$ cat src/rtl/core/sdds_pkg.sv
// Shared types and constants for the scrolling digit display scanner.
package sdds_pkg;

   localparam int CMD_W    = 2;
   localparam int INDEX_W  = 6;
   localparam int CODE_W   = 8;
   localparam int LENGTH_W = 7;
   localparam int DIGIT_W  = 2;
   localparam int BRIGHT_W = 4;
   localparam int POS_W    = 9;
   localparam int CALC_W   = 11;
   localparam int POS_MAX  = 255;

   localparam logic [CODE_W-1:0] BLANK_CODE = 8'd32;

   typedef enum logic [CMD_W-1:0] {
      CMD_SCAN   = 2'd0,
      CMD_SCROLL = 2'd1,
      CMD_WRITE  = 2'd2,
      CMD_SHOW   = 2'd3
   } cmd_type;

endpackage

$ cat src/rtl/core/sdds_req_if.sv
// Request channel interface: command beats into the scanner.
interface sdds_req_if;
   logic                             valid;
   logic                             ready;
   logic [sdds_pkg::CMD_W-1:0]       cmd;
   logic [sdds_pkg::INDEX_W-1:0]     char_index;
   logic [sdds_pkg::CODE_W-1:0]      char_code;
   logic                             moving;
   logic [sdds_pkg::LENGTH_W-1:0]    msg_length;

   modport source (output valid, cmd, char_index, char_code, moving, msg_length,
                   input ready);
   modport sink (input valid, cmd, char_index, char_code, moving, msg_length,
                 output ready);
endinterface

$ cat src/rtl/core/sdds_rsp_if.sv
// Response channel interface: digit and glyph beats out of the scanner.
interface sdds_rsp_if;
   logic                          valid;
   logic                          ready;
   logic [sdds_pkg::DIGIT_W-1:0]  digit_index;
   logic [sdds_pkg::CODE_W-1:0]   glyph_code;

   modport source (output valid, digit_index, glyph_code, input ready);
   modport sink (input valid, digit_index, glyph_code, output ready);
endinterface

$ cat src/rtl/core/scrolling_digit_display_scanner_top.sv
// Scrolling digit display scanner: message store, dimming and digit scan.
//
// One request beat is taken per clock while req_chan.ready is high. Write
// beats fill a MSG_DEPTH-entry message store, show beats start a static or
// scrolling message, scroll beats move a scrolling window one position, and
// scan beats advance the dim counter. A scan beat that reaches BRIGHT_LEVELS
// steps to the next digit and yields its character or a blank; any other scan
// beat at or above the brightness setting yields a blank for the current
// digit. A response passes the state update and registered store read, then
// the response register. The response side holds two beats, so requests keep
// flowing while a response waits. The user must write brightness through
// csr_we/csr_wdata while idle; the block itself does not enforce this.
module scrolling_digit_display_scanner_top #(
   parameter int DIGITS        = 4,
   parameter int BRIGHT_LEVELS = 8,
   parameter int MSG_DEPTH     = 64
) (
   input  logic                            clock,
   input  logic                            reset,
   input  logic                            csr_we,
   input  logic [sdds_pkg::BRIGHT_W-1:0]   csr_wdata,
   sdds_req_if.sink                        req_chan,
   sdds_rsp_if.source                      rsp_chan
);

   localparam int AW = $clog2(MSG_DEPTH);
   localparam int DW = $clog2(DIGITS + 1);
   localparam int CW = sdds_pkg::CALC_W;
   localparam int PW = sdds_pkg::POS_W;

   localparam logic signed [CW-1:0] DIG_S   = CW'(DIGITS);
   localparam logic signed [CW-1:0] DEPTH_S = CW'(MSG_DEPTH);
   localparam logic signed [CW-1:0] PMAX_S  = CW'(sdds_pkg::POS_MAX);

   logic [sdds_pkg::CODE_W-1:0] store [MSG_DEPTH];

   logic [sdds_pkg::BRIGHT_W-1:0] bright_ff;
   logic [sdds_pkg::BRIGHT_W-1:0] dim_ff, dim_in;
   logic signed [PW-1:0]          pos_ff, pos_in;
   logic signed [PW-1:0]          end_ff, end_in;
   logic [DW-1:0]                 dig_ff, dig_in;
   logic [AW-1:0]                 wb_ff, wb_in;
   logic                          scroll_ff, scroll_in;

   logic                          p_valid_ff, p_valid_in;
   logic [sdds_pkg::DIGIT_W-1:0]  p_digit_ff, p_digit_in;
   logic                          p_blank_ff, p_blank_in;
   logic [sdds_pkg::CODE_W-1:0]   mem_q_ff;

   logic                          out_valid_ff, out_valid_in;
   logic [sdds_pkg::DIGIT_W-1:0]  out_digit_ff, out_digit_in;
   logic [sdds_pkg::CODE_W-1:0]   out_glyph_ff, out_glyph_in;

   logic                          accept;
   logic                          p_move;
   logic                          rd_en;
   logic [AW-1:0]                 rd_addr;
   logic                          wr_en;
   logic [AW-1:0]                 wr_addr;
   sdds_pkg::cmd_type             cmd;

   assign cmd            = sdds_pkg::cmd_type'(req_chan.cmd);
   assign req_chan.ready = !p_valid_ff || !out_valid_ff || rsp_chan.ready;
   assign accept         = req_chan.valid && req_chan.ready;
   assign p_move         = p_valid_ff && (!out_valid_ff || rsp_chan.ready);

   assign rsp_chan.valid       = out_valid_ff;
   assign rsp_chan.digit_index = out_digit_ff;
   assign rsp_chan.glyph_code  = out_glyph_ff;

   assign wr_en   = accept && (cmd == sdds_pkg::CMD_WRITE)
                    && (PW'(req_chan.char_index) < PW'(MSG_DEPTH));
   assign wr_addr = AW'(PW'(req_chan.char_index));

   always_comb begin
      logic [sdds_pkg::BRIGHT_W-1:0] dim_next;
      logic signed [CW-1:0]          pos_w;
      logic signed [CW-1:0]          end_w;
      logic signed [CW-1:0]          idx_w;
      logic signed [CW-1:0]          len_w;
      logic [DW-1:0]                 dig_w;

      dim_in     = dim_ff;
      pos_in     = pos_ff;
      end_in     = end_ff;
      dig_in     = dig_ff;
      wb_in      = wb_ff;
      scroll_in  = scroll_ff;
      p_digit_in = p_digit_ff;
      p_blank_in = p_blank_ff;
      rd_en      = 1'b0;
      rd_addr    = '0;

      dim_next = dim_ff + 1'b1;
      pos_w    = CW'(pos_ff);
      end_w    = CW'(end_ff);
      dig_w    = dig_ff + 1'b1;
      idx_w    = '0;
      len_w    = signed'(CW'(req_chan.msg_length));

      if (accept) begin
         case (cmd)
            sdds_pkg::CMD_SCAN: begin
               if (dim_next == sdds_pkg::BRIGHT_W'(BRIGHT_LEVELS)) begin
                  dim_in = '0;
                  if (pos_w < PMAX_S) begin
                     pos_w = pos_w + 1'b1;
                  end
                  if (dig_w == DW'(DIGITS)) begin
                     pos_w = pos_w - DIG_S;
                     dig_w = '0;
                  end
                  idx_w      = signed'(CW'(wb_ff)) + pos_w;
                  p_blank_in = 1'b1;
                  if (pos_w < 0) begin
                     p_blank_in = 1'b1;
                  end else if (pos_w > end_w) begin
                     if (pos_w == end_w + DIG_S) begin
                        pos_w = '0;
                        dig_w = DW'(DIGITS - 1);
                     end
                  end else if (idx_w < end_w && idx_w < DEPTH_S) begin
                     p_blank_in = 1'b0;
                     rd_en      = 1'b1;
                     rd_addr    = idx_w[AW-1:0];
                  end
                  pos_in     = pos_w[PW-1:0];
                  dig_in     = dig_w;
                  p_digit_in = dig_w[sdds_pkg::DIGIT_W-1:0];
               end else begin
                  dim_in     = dim_next;
                  p_blank_in = 1'b1;
                  p_digit_in = dig_ff[sdds_pkg::DIGIT_W-1:0];
               end
            end
            sdds_pkg::CMD_SCROLL: begin
               if (scroll_ff && pos_w < PMAX_S) begin
                  pos_in = PW'(pos_w + 1'b1);
               end
            end
            sdds_pkg::CMD_WRITE: begin
               dim_in = dim_ff;
            end
            sdds_pkg::CMD_SHOW: begin
               if (len_w > DEPTH_S) begin
                  len_w = DEPTH_S;
               end
               end_in = len_w[PW-1:0];
               pos_in = '0;
               if (!req_chan.moving) begin
                  scroll_in = 1'b0;
                  dig_in    = '0;
                  wb_in     = (len_w > DIG_S) ? AW'(len_w - DIG_S) : '0;
               end else begin
                  scroll_in = 1'b1;
                  dig_in    = DW'(DIGITS - 1);
                  wb_in     = '0;
               end
            end
            default: begin
               dim_in = dim_ff;
            end
         endcase
      end
   end

   always_comb begin
      logic p_load;

      p_load     = accept && (cmd == sdds_pkg::CMD_SCAN)
                   && ((dim_ff + 1'b1) == sdds_pkg::BRIGHT_W'(BRIGHT_LEVELS)
                       || (dim_ff + 1'b1) >= bright_ff);
      p_valid_in = p_load || (p_valid_ff && !p_move);

      out_valid_in = p_move || (out_valid_ff && !rsp_chan.ready);
      out_digit_in = out_digit_ff;
      out_glyph_in = out_glyph_ff;
      if (p_move) begin
         out_digit_in = p_digit_ff;
         out_glyph_in = p_blank_ff ? sdds_pkg::BLANK_CODE : mem_q_ff;
      end
   end

   always_ff @(posedge clock) begin
      if (wr_en) begin
         store[wr_addr] <= req_chan.char_code;
      end
      if (rd_en) begin
         mem_q_ff <= store[rd_addr];
      end
   end

   always_ff @(posedge clock) begin
      if (reset) begin
         bright_ff    <= sdds_pkg::BRIGHT_W'(8);
         dim_ff       <= '0;
         pos_ff       <= '0;
         end_ff       <= '1;
         dig_ff       <= '0;
         wb_ff        <= '0;
         scroll_ff    <= 1'b0;
         p_valid_ff   <= 1'b0;
         out_valid_ff <= 1'b0;
      end else begin
         if (csr_we) begin
            bright_ff <= csr_wdata;
         end
         dim_ff       <= dim_in;
         pos_ff       <= pos_in;
         end_ff       <= end_in;
         dig_ff       <= dig_in;
         wb_ff        <= wb_in;
         scroll_ff    <= scroll_in;
         p_valid_ff   <= p_valid_in;
         out_valid_ff <= out_valid_in;
      end
   end

   always_ff @(posedge clock) begin
      if (accept) begin
         p_digit_ff <= p_digit_in;
         p_blank_ff <= p_blank_in;
      end
      out_digit_ff <= out_digit_in;
      out_glyph_ff <= out_glyph_in;
   end

endmodule
$ cat src/flat_wrapper.sv
// flat-port wrapper written by rule: the top's interface ports become plain ports
module scrolling_digit_display_scanner_top_flat 
#(
   parameter int DIGITS        = 4,
   parameter int BRIGHT_LEVELS = 8,
   parameter int MSG_DEPTH     = 64
)
  (clock, reset, csr_we, csr_wdata, req_chan_valid, req_chan_cmd, req_chan_char_index, req_chan_char_code, req_chan_moving, req_chan_msg_length, req_chan_ready, rsp_chan_valid, rsp_chan_digit_index, rsp_chan_glyph_code, rsp_chan_ready);
  sdds_req_if req_chan_i ();
  sdds_rsp_if rsp_chan_i ();
  input  logic clock;
  input  logic reset;
  input  logic csr_we;
  input  logic [sdds_pkg::BRIGHT_W-1:0] csr_wdata;
  input wire logic [$bits(req_chan_i.valid)-1:0] req_chan_valid;
  input wire logic [$bits(req_chan_i.cmd)-1:0] req_chan_cmd;
  input wire logic [$bits(req_chan_i.char_index)-1:0] req_chan_char_index;
  input wire logic [$bits(req_chan_i.char_code)-1:0] req_chan_char_code;
  input wire logic [$bits(req_chan_i.moving)-1:0] req_chan_moving;
  input wire logic [$bits(req_chan_i.msg_length)-1:0] req_chan_msg_length;
  output wire logic [$bits(req_chan_i.ready)-1:0] req_chan_ready;
  output wire logic [$bits(rsp_chan_i.valid)-1:0] rsp_chan_valid;
  output wire logic [$bits(rsp_chan_i.digit_index)-1:0] rsp_chan_digit_index;
  output wire logic [$bits(rsp_chan_i.glyph_code)-1:0] rsp_chan_glyph_code;
  input wire logic [$bits(rsp_chan_i.ready)-1:0] rsp_chan_ready;
  assign req_chan_i.valid = req_chan_valid;
  assign req_chan_i.cmd = req_chan_cmd;
  assign req_chan_i.char_index = req_chan_char_index;
  assign req_chan_i.char_code = req_chan_char_code;
  assign req_chan_i.moving = req_chan_moving;
  assign req_chan_i.msg_length = req_chan_msg_length;
  assign req_chan_ready = req_chan_i.ready;
  assign rsp_chan_valid = rsp_chan_i.valid;
  assign rsp_chan_digit_index = rsp_chan_i.digit_index;
  assign rsp_chan_glyph_code = rsp_chan_i.glyph_code;
  assign rsp_chan_i.ready = rsp_chan_ready;
  scrolling_digit_display_scanner_top #(.DIGITS(DIGITS), .BRIGHT_LEVELS(BRIGHT_LEVELS), .MSG_DEPTH(MSG_DEPTH)) u_core (.clock(clock), .reset(reset), .csr_we(csr_we), .csr_wdata(csr_wdata), .req_chan(req_chan_i), .rsp_chan(rsp_chan_i));
endmodule
$ cat config.mk
export PLATFORM = sky130hd
export DESIGN_NAME = scrolling_digit_display_scanner_top_flat
export DESIGN_NICKNAME = d
export VERILOG_FILES = /design/src/rtl/core/sdds_pkg.sv /design/src/rtl/core/sdds_req_if.sv /design/src/rtl/core/sdds_rsp_if.sv /design/src/rtl/core/scrolling_digit_display_scanner_top.sv /design/src/flat_wrapper.sv
export SDC_FILE = /design/constraint.sdc
export NUM_CORES = 1
export LEC_CHECK = 0
export ABC_AREA = 1
export BUFFER_PORTS_ARGS = -buffer_cell sky130_fd_sc_hd__clkbuf_2
export CAP_MARGIN = 10
export CORE_UTILIZATION = 37
export DETAILED_ROUTE_END_ITERATION = 8
export GPL_TIMING_DRIVEN = 0
export SYNTH_ARGS = -nofsm -noshare
export SYNTH_HDL_FRONTEND = slang
export SYNTH_SLANG_ARGS = --single-unit
export TNS_END_PERCENT = 30
$ cat constraint.sdc
create_clock -name clock -period 6.4 [get_ports clock]
set_input_delay 0.64 -clock clock [delete_from_list [all_inputs] [get_ports clock]]
set_output_delay 0.64 -clock clock [all_outputs]
set_load 0.02 [all_outputs]
# After elaboration in Yosys (flattened, before gate mapping)
# Memory sizes are Yosys's and may differ from the RTL's. A register that Yosys moved wholly into a read port is not among the register bits.
# Index checks and enable logic that the tools add are counted.
totals:
  word_cells: 109
  in_bits: 33
  mem_bits_rw: 512
  ff_bits: 51
  n_memories: 1
  output_inout_bits: 12
op_classes:
  magnitude_cmp: 8
  mux: 44
  n_bitwise: 1
  eq_ne: 8
  n_reduce_logical: 27
  add_sub_neg: 7
mem_list:
  columns: ["memory", "depth", "word_bits", "read_ports", "rd_ports_with_merged_regs", "write_ports", "line_no", "text"]
  rows:
  - ["u_core.store", 64, 8, 1, 1, 1, "scrolling_digit_display_scanner_top.sv:35", "logic [sdds_pkg::CODE_W-1:0] store [MSG_DEPTH];"]
op_table:
  columns: ["operator", "n"]
  rows:
  - ["$mux W11", 10]
  - ["$mux W6", 8]
  - ["$mux W9", 5]
  - ["$pmux W9 S3", 1]
  - ["$mux W3", 5]
  - ["$add A7 B11 Y11", 1]
  - ["$eq A11 B10 Y1", 1]
  - ["$gt A11 B4 Y1 const B", 1]
  - ["$gt A11 B9 Y1", 1]
  - ["$lt A11 B1 Y1 const B", 1]
  - ["$lt A11 B8 Y1 const B", 1]
  - ["$lt A11 B9 Y1", 1]
  - ["$sub A11 B4 Y11 const B", 1]
  - ["$add A9 B2 Y10 const B", 1]
  - ["$add A9 B4 Y10 const B", 1]
  - ["$mux W1", 10]
  - ["$logic_and A1 B1 Y1", 9]
  - ["$lt A9 B9 Y1 const B", 1]
  - ["$gt A7 B7 Y1 const B", 1]
  - ["$mux W7", 1]
  - ["$logic_or A1 B1 Y1", 6]
  - ["$pmux W3 S2", 1]
  - ["$sub A6 B4 Y6 const B", 1]
  - ["$add A4 B1 Y4 const B", 1]
  - ["19 further kinds", 25]

# Depth between registers and ports, before layout
depth:
  ltp_word: 19
  mapped_depth: 40
  ltp_nobuf: 37

# Least setup slack after synthesis
# Ideal clock, no wire load.
synth_timing:
  kind: "register -> register"
  start: "reg u_core.pos_ff[3]"
  end: "reg u_core.mem_q_ff[6] in the netlist's numbering, read port of u_core.store (data pin)"
  period_less_slack_ns: 4.823
  setup_ns: 0.253
  t_arrival_ns: 4.569
  slack_ns: 1.577
  required_ns: 6.147
  stages_incl_launch_ff: 37
  cell_sequence: "dfxtp_1 nand2_2 nor2_4 nand3_4 nand2_1 inv_1 ha_1 o21ai_0 ha_1 nand3_1 nand3_1 nand2_1 nand2_1 a21oi_1 a21oi_1 nand3_2 nand2_1 inv_1 ha_1 nand4_1 inv_1 nand2_1 o2111ai_1 nand2_1 o21ai_0 inv_1 nand3_4 inv_4 buf_6 buf_6 nand3b_1 nand3_1 nand3_1 nand3_1 nand3_1 nand3_1 nand2_1"
synth_between:
  elab_chain_cells: 19
synth_rtl:
  columns: ["element", "line_no", "text"]
  rows:
  - ["start, declared", "scrolling_digit_display_scanner_top.sv:39", "logic signed [PW-1:0] pos_ff, pos_in;"]
  - ["start signal, assigned", "scrolling_digit_display_scanner_top.sv:209", "pos_ff <= pos_in;"]
  - ["$add A9 B2 Y10 / $lt A9 B9 Y1 (equally long branches)", "scrolling_digit_display_scanner_top.sv:107, scrolling_digit_display_scanner_top.sv:106", null]
  - ["$mux W11 *", "scrolling_digit_display_scanner_top.sv:106", "if (pos_w < PMAX_S) begin"]
  - ["$mux W11 *", "scrolling_digit_display_scanner_top.sv:104", "if (dim_next == sdds_pkg::BRIGHT_W'(BRIGHT_LEVELS)) begin"]
  - ["$mux W11 *", "scrolling_digit_display_scanner_top.sv:102", "case (cmd)"]
  - ["$mux W11 *", "scrolling_digit_display_scanner_top.sv:101", "if (accept) begin"]
  - ["$sub A11 B4 Y11", "scrolling_digit_display_scanner_top.sv:110", "pos_w = pos_w - DIG_S;"]
  - ["$mux W11 *", "scrolling_digit_display_scanner_top.sv:109", "if (dig_w == DW'(DIGITS)) begin"]
  - ["$mux W11 *", "scrolling_digit_display_scanner_top.sv:104", null]
  - ["[4 not listed]", null, null]
  - ["$logic_and A1 B1 Y1", "scrolling_digit_display_scanner_top.sv:122", "end else if (idx_w < end_w && idx_w < DEPTH_S) begin"]
  - ["$mux W1", "scrolling_digit_display_scanner_top.sv:122", null]
  - ["$mux W1", "scrolling_digit_display_scanner_top.sv:117", "end else if (pos_w > end_w) begin"]
  - ["$mux W1 *", "scrolling_digit_display_scanner_top.sv:115", "if (pos_w < 0) begin"]
  - ["$mux W1 *", "scrolling_digit_display_scanner_top.sv:104", null]
  - ["$mux W1 *", "scrolling_digit_display_scanner_top.sv:102", null]
  - ["$mux W1 *", "scrolling_digit_display_scanner_top.sv:101", null]
  - ["net u_core.rd_en", "scrolling_digit_display_scanner_top.sv:56", "logic rd_en;"]
  - ["end, declared", "scrolling_digit_display_scanner_top.sv:48", "logic [sdds_pkg::CODE_W-1:0] mem_q_ff;"]
# The timed path passes the listed nets; every way through them passes the cells marked *. The select of a mux whose other input is x is not followed.
# A chain may end at the register's enable or synchronous reset.

# Worst setup path after layout
layout_timing:
  start: "reg u_core.pos_ff[1]"
  end: "reg u_core.mem_q_ff[1] in the netlist's numbering, read port of u_core.store (data pin)"
layout_between:
  elab_chain_cells: 19
layout_rtl:
  columns: ["element", "line_no"]
  rows:
  - ["$add A9 B2 Y10 / $lt A9 B9 Y1 (equally long branches)", "scrolling_digit_display_scanner_top.sv:107, scrolling_digit_display_scanner_top.sv:106"]
  - ["$mux W11 *", "scrolling_digit_display_scanner_top.sv:106"]
  - ["$mux W11 *", "scrolling_digit_display_scanner_top.sv:104"]
  - ["$mux W11 *", "scrolling_digit_display_scanner_top.sv:102"]
  - ["$mux W11 *", "scrolling_digit_display_scanner_top.sv:101"]
  - ["$sub A11 B4 Y11", "scrolling_digit_display_scanner_top.sv:110"]
  - ["$mux W11 *", "scrolling_digit_display_scanner_top.sv:109"]
  - ["$mux W11 *", "scrolling_digit_display_scanner_top.sv:104"]
  - ["[3 not listed]", null]
  - ["$lt A11 B9 Y1 / $lt A11 B8 Y1 (equally long branches)", "scrolling_digit_display_scanner_top.sv:122"]
  - ["$logic_and A1 B1 Y1", "scrolling_digit_display_scanner_top.sv:122"]
  - ["$mux W6 / $mux W1 (equally long branches)", "scrolling_digit_display_scanner_top.sv:122"]
  - ["$mux W6 / $mux W1 (equally long branches)", "scrolling_digit_display_scanner_top.sv:117"]
  - ["$mux W6 / $mux W1 (equally long branches)", "scrolling_digit_display_scanner_top.sv:115"]
  - ["$mux W6 / $mux W1 (equally long branches)", "scrolling_digit_display_scanner_top.sv:104"]
  - ["$mux W6 / $mux W1 (equally long branches)", "scrolling_digit_display_scanner_top.sv:102"]
  - ["$mux W6 / $mux W1 (equally long branches)", "scrolling_digit_display_scanner_top.sv:101"]
# Mark *: on every way between the ends. The rest lies on a longest branch, timed or not. The select of a mux whose other input is x is not followed.

==> summary.md <==
| Metric | Value |
|---|---|
| Slew Viols, Final | 0 |
| Beginning of the worst hold path | csr_wdata[3] |
| Largest net degree at the start of global routing | 65 |
| Initial antenna violation count | 0 |
| Seq/Total Area, Yosys | 0.625 |
| Cells after synthesis | 2625 |
| RSZ-0062 raised after global routing | true |
| Clock latency on the worst-skew pair | 0.64 ns |
| Clock transition at path regs | 0.06 ns |
| I/O pin total | 45 |
| Critical path capture point type | flop |
| Worst hold endpoint | u_core.bright_ff[3]$_SDFFE_PP1P_ |
| Setup violations, final | 0 |
| Arrival time at the worst endpoint | 6.29 ns |
| Horiz. Die Dim | 271 um |
| H-tree levels | 2 |
| Status | finished, final reports clean |
| CTS tree | done |
| Diodes inserted | 0 |
| Crit-path max FO | 10 |
| Tcrit/Tclk final | 0.930 |
| Final worst path period need | 5.96 ns |
| Setup WS post-layout | 0.445 ns |
| Grt ovf | 0 |
| Bufs and invs on worst path | 7 |
| Via/cell ratio | 5.26 |
| Number of global-route vias before repair | 18600 |
| Layout area overhead | 13.6% |
| Post-CTS Setup Bufs | 0 |
| DIE AREA | 0.0735 mm^2 |
| CTS Root Cell | clkbuf_16 |
| Drt drc | 0 |
| Max incr delay on CP | 0.45 ns |
| Crit Reg-Reg Startpoint | u_core.pos_ff[1]$_SDFFE_PP0P_ |
| Post-synth cell types | 49 |
| FF-to-FF End | u_core.mem_q_ff[1]$_DFFE_PP_ |
| Drt total wl | 78.6 mm |
| Core area | 0.0716 mm^2 |
| Syn_nets | 2699 |
| Pre-CTS WS | -0.0233 ns |
| Total GRT Usage | 0.211 |
| Maximum buffer depth of the clock tree | 3 |
| Critical Path Start Type | flop |
| FP Rows | 98 |
| Hold Vio Cnt, Final | 0 |
| Fill cells | 6871 |
| P per Cell Area | 268 mW/mm^2 |
| Slew @ Worst Pin | 1.09 ns |
| Post-synth ARST share | 0 |
| Num CTS Buffers | 59 |
| Post-route ant nets | 0 |
| Port Buf Inserts | 43 |
| Rel. slew slack | 0.274 |
| Commonest cells after routing, fill and taps aside | 533 x edfxtp_1, 511 x nand3_1, 398 x inv_1, 372 x nand2_1, 200 x nor2_1 |
| Reg2Reg Setup Slack | 0.44 ns |
| R2r worst-path depth | 33 |
| Netlist Area Pre-Place | 0.0268 mm^2 |
| Routed len/inst | 21.1 um |
| Max-Cap Viols | 0 |
| DP HPWL | 54.4 mm |
| Total number of vias | 19600 |
| Worst endpoint required time | 6.74 ns |
| Max VDD drop | 203 uV |
| Critical path depth in cells | 33 |
| Crit Path Class | flop to flop |
| Ys Warns | 0 |
| Final Skew | 0.0302 ns |
| Chip height | 271 um |
| Share of layout cells above drive strength 1 | 0.110 |
| Delay-heaviest family, CP | simple AND/OR/NAND/NOR gates |
| Final nets | 2807 |
| Initial Util | 0.374 |
| Ys flop type | edfxtp_1 |
| CP max stage cell | xor2_1 |
| Fmax | 168 MHz |
| Routability Congestion | 0.940 |
| Synthesis-stage register bit count | 570 |
| First-pass GRT wire length | 115 mm |
| Worst Hold Depth | 3 |
| Clock Sinks | 570 |
| Setup TNS Final | 0 ns |
| Min-delay worst type | input port to flop |
| Number of synthesized flops with an enable pin | 533 |
| Starting DRC count in detailed routing | 2518 |
| DR pass1 iterations | 6 |
| Leak | 12.3 nW |
| Most common cell after layout, fill and taps aside | edfxtp_1 |
| Average size of a mapped cell | 10.2 um^2 |
## cell type report
cell class	instances	area, um^2	area share
Clock buffer	76	1640	0.0537
Clock inverter	35	444	0.0146
Tap cell	950	1190	0.0391
Buffer	135	769	0.0253
Multi-Input combinational cell	1512	7800	0.256
Inverter	408	1530	0.0504
Sequential cell	570	16700	0.550
Timing Repair Buffer	47	322	0.0106
## synth_stat cells, types with 2 or more instances
cell	instances	area share
o211ai_1	15	0.0042
a31oi_1	3	0.00070
nor4_1	4	0.00093
dfxtp_1	37	0.028
a221oi_1	9	0.0029
nand3_2	5	0.0019
ha_1	40	0.019
nand2_4	2	0.00084
nand3b_1	80	0.022
nor3_1	8	0.0015
nor2_4	3	0.0013
a21oi_1	54	0.010
o21ai_1	35	0.0065
xor2_1	9	0.0029
nand4_1	41	0.0096
o21ai_0	45	0.0084
xnor2_1	2	0.00065
buf_4	5	0.0014
inv_1	399	0.056
edfxtp_1	533	0.60
inv_2	7	0.00098
nand3_1	515	0.096
nand2_2	10	0.0023
or2_0	12	0.0028
nand3_4	2	0.0013
buf_6	15	0.0063
buf_2	77	0.014
nor2_2	4	0.00093
clkbuf_1	36	0.0050
nand2_1	372	0.052
o21a_1	3	0.00084
or2_2	26	0.0061
nand4_4	2	0.0016
nor2_1	200	0.028
## through the flow
stage	hold slack, ns	std cells	util	total power [mW]	instance area (um^2)
3_3_place_gp	0.421	3618	0.394	4.54	28200
5_1_grt	0.245	3733	0.425	8.37	30400
3_5_place_dp	0.415	3622	0.395	4.56	28300
6_report	0.233	3733	0.425	8.16	30400
2_1_floorplan	0.400	2625	-	4.38	26800
4_1_cts	0.207	3733	0.424	8.20	30400
## tightest hold or removal path: cells and delay by family
family | cells | cell delay [ns]
buf+inv | 1 | 0.08
compound gates | 2 | 0.11
## report_power, final
part           internal, mW  switching [mW]  leakage, nW
clock network          2.20            1.48         1.00
logic                0.0924           0.290         6.21
registers              4.09          0.0108         5.09
total                  6.39            1.78         12.3
## timing repair
action                     4_1_cts  5_1_grt
setup endpoints to repair        2        8
resized for setup                1       22
cloned                           0        0
hold buffers                     0        0
## per-layer routing
metal / GRT usage / part of all wire / wire length [um]
met1: 0.293 / 0.43 / 34100
met2: 0.319 / 0.43 / 34100
met3: 0.0573 / 0.10 / 8070
met4: 0.0706 / 0.030 / 2380
met5: 0 / 0 / 0
## how the worst max path moves through the flow
stage,from,end,slack (ns)
2_1_floorplan,u_core.pos_ff[3]$_SDFFE_PP0P_,u_core.mem_q_ff[6]$_DFFE_PP_,1.58
3_3_place_gp,u_core.pos_ff[3]$_SDFFE_PP0P_,u_core.mem_q_ff[1]$_DFFE_PP_,0.03
3_5_place_dp,u_core.pos_ff[3]$_SDFFE_PP0P_,u_core.mem_q_ff[7]$_DFFE_PP_,-0.02
4_1_cts,u_core.pos_ff[3]$_SDFFE_PP0P_,u_core.mem_q_ff[7]$_DFFE_PP_,0.14
5_1_grt,u_core.pos_ff[3]$_SDFFE_PP0P_,u_core.mem_q_ff[3]$_DFFE_PP_,-0.002
6_report,u_core.pos_ff[1]$_SDFFE_PP0P_,u_core.mem_q_ff[1]$_DFFE_PP_,0.44
## logic make-up (layout without fill, tap and decap cells)
| family | after synthesis | count (layout) | share of synthesized area |
|---|---|---|---|
| flops | 570 | 570 | 0.625 |
| simple gates | 1289 | 1289 | 0.231 |
| xor+xnor | 11 | 11 | 0.00360 |
| fa+ha+maj | 41 | 41 | 0.0194 |
| buf+inv | 543 | 701 | 0.0847 |
| compound gates | 171 | 171 | 0.0357 |
## sequential cells by signal, summed over array words and instances (netlist names)
name and cells:
u_core.wb_ff 6, u_core.p_blank_ff 1, u_core.scroll_ff 1, u_core.p_digit_ff 2, u_core.dim_ff 4, u_core.end_ff 8
u_core.pos_ff 9, u_core.mem_q_ff 8, u_core.rsp_chan.digit_index 2, u_core.rsp_chan.glyph_code 8, u_core.p_valid_ff 1, u_core.rsp_chan.valid 1
u_core.bright_ff 4, u_core.dig_ff 3, u_core.store 512
(Power assumes the default switching activity.)
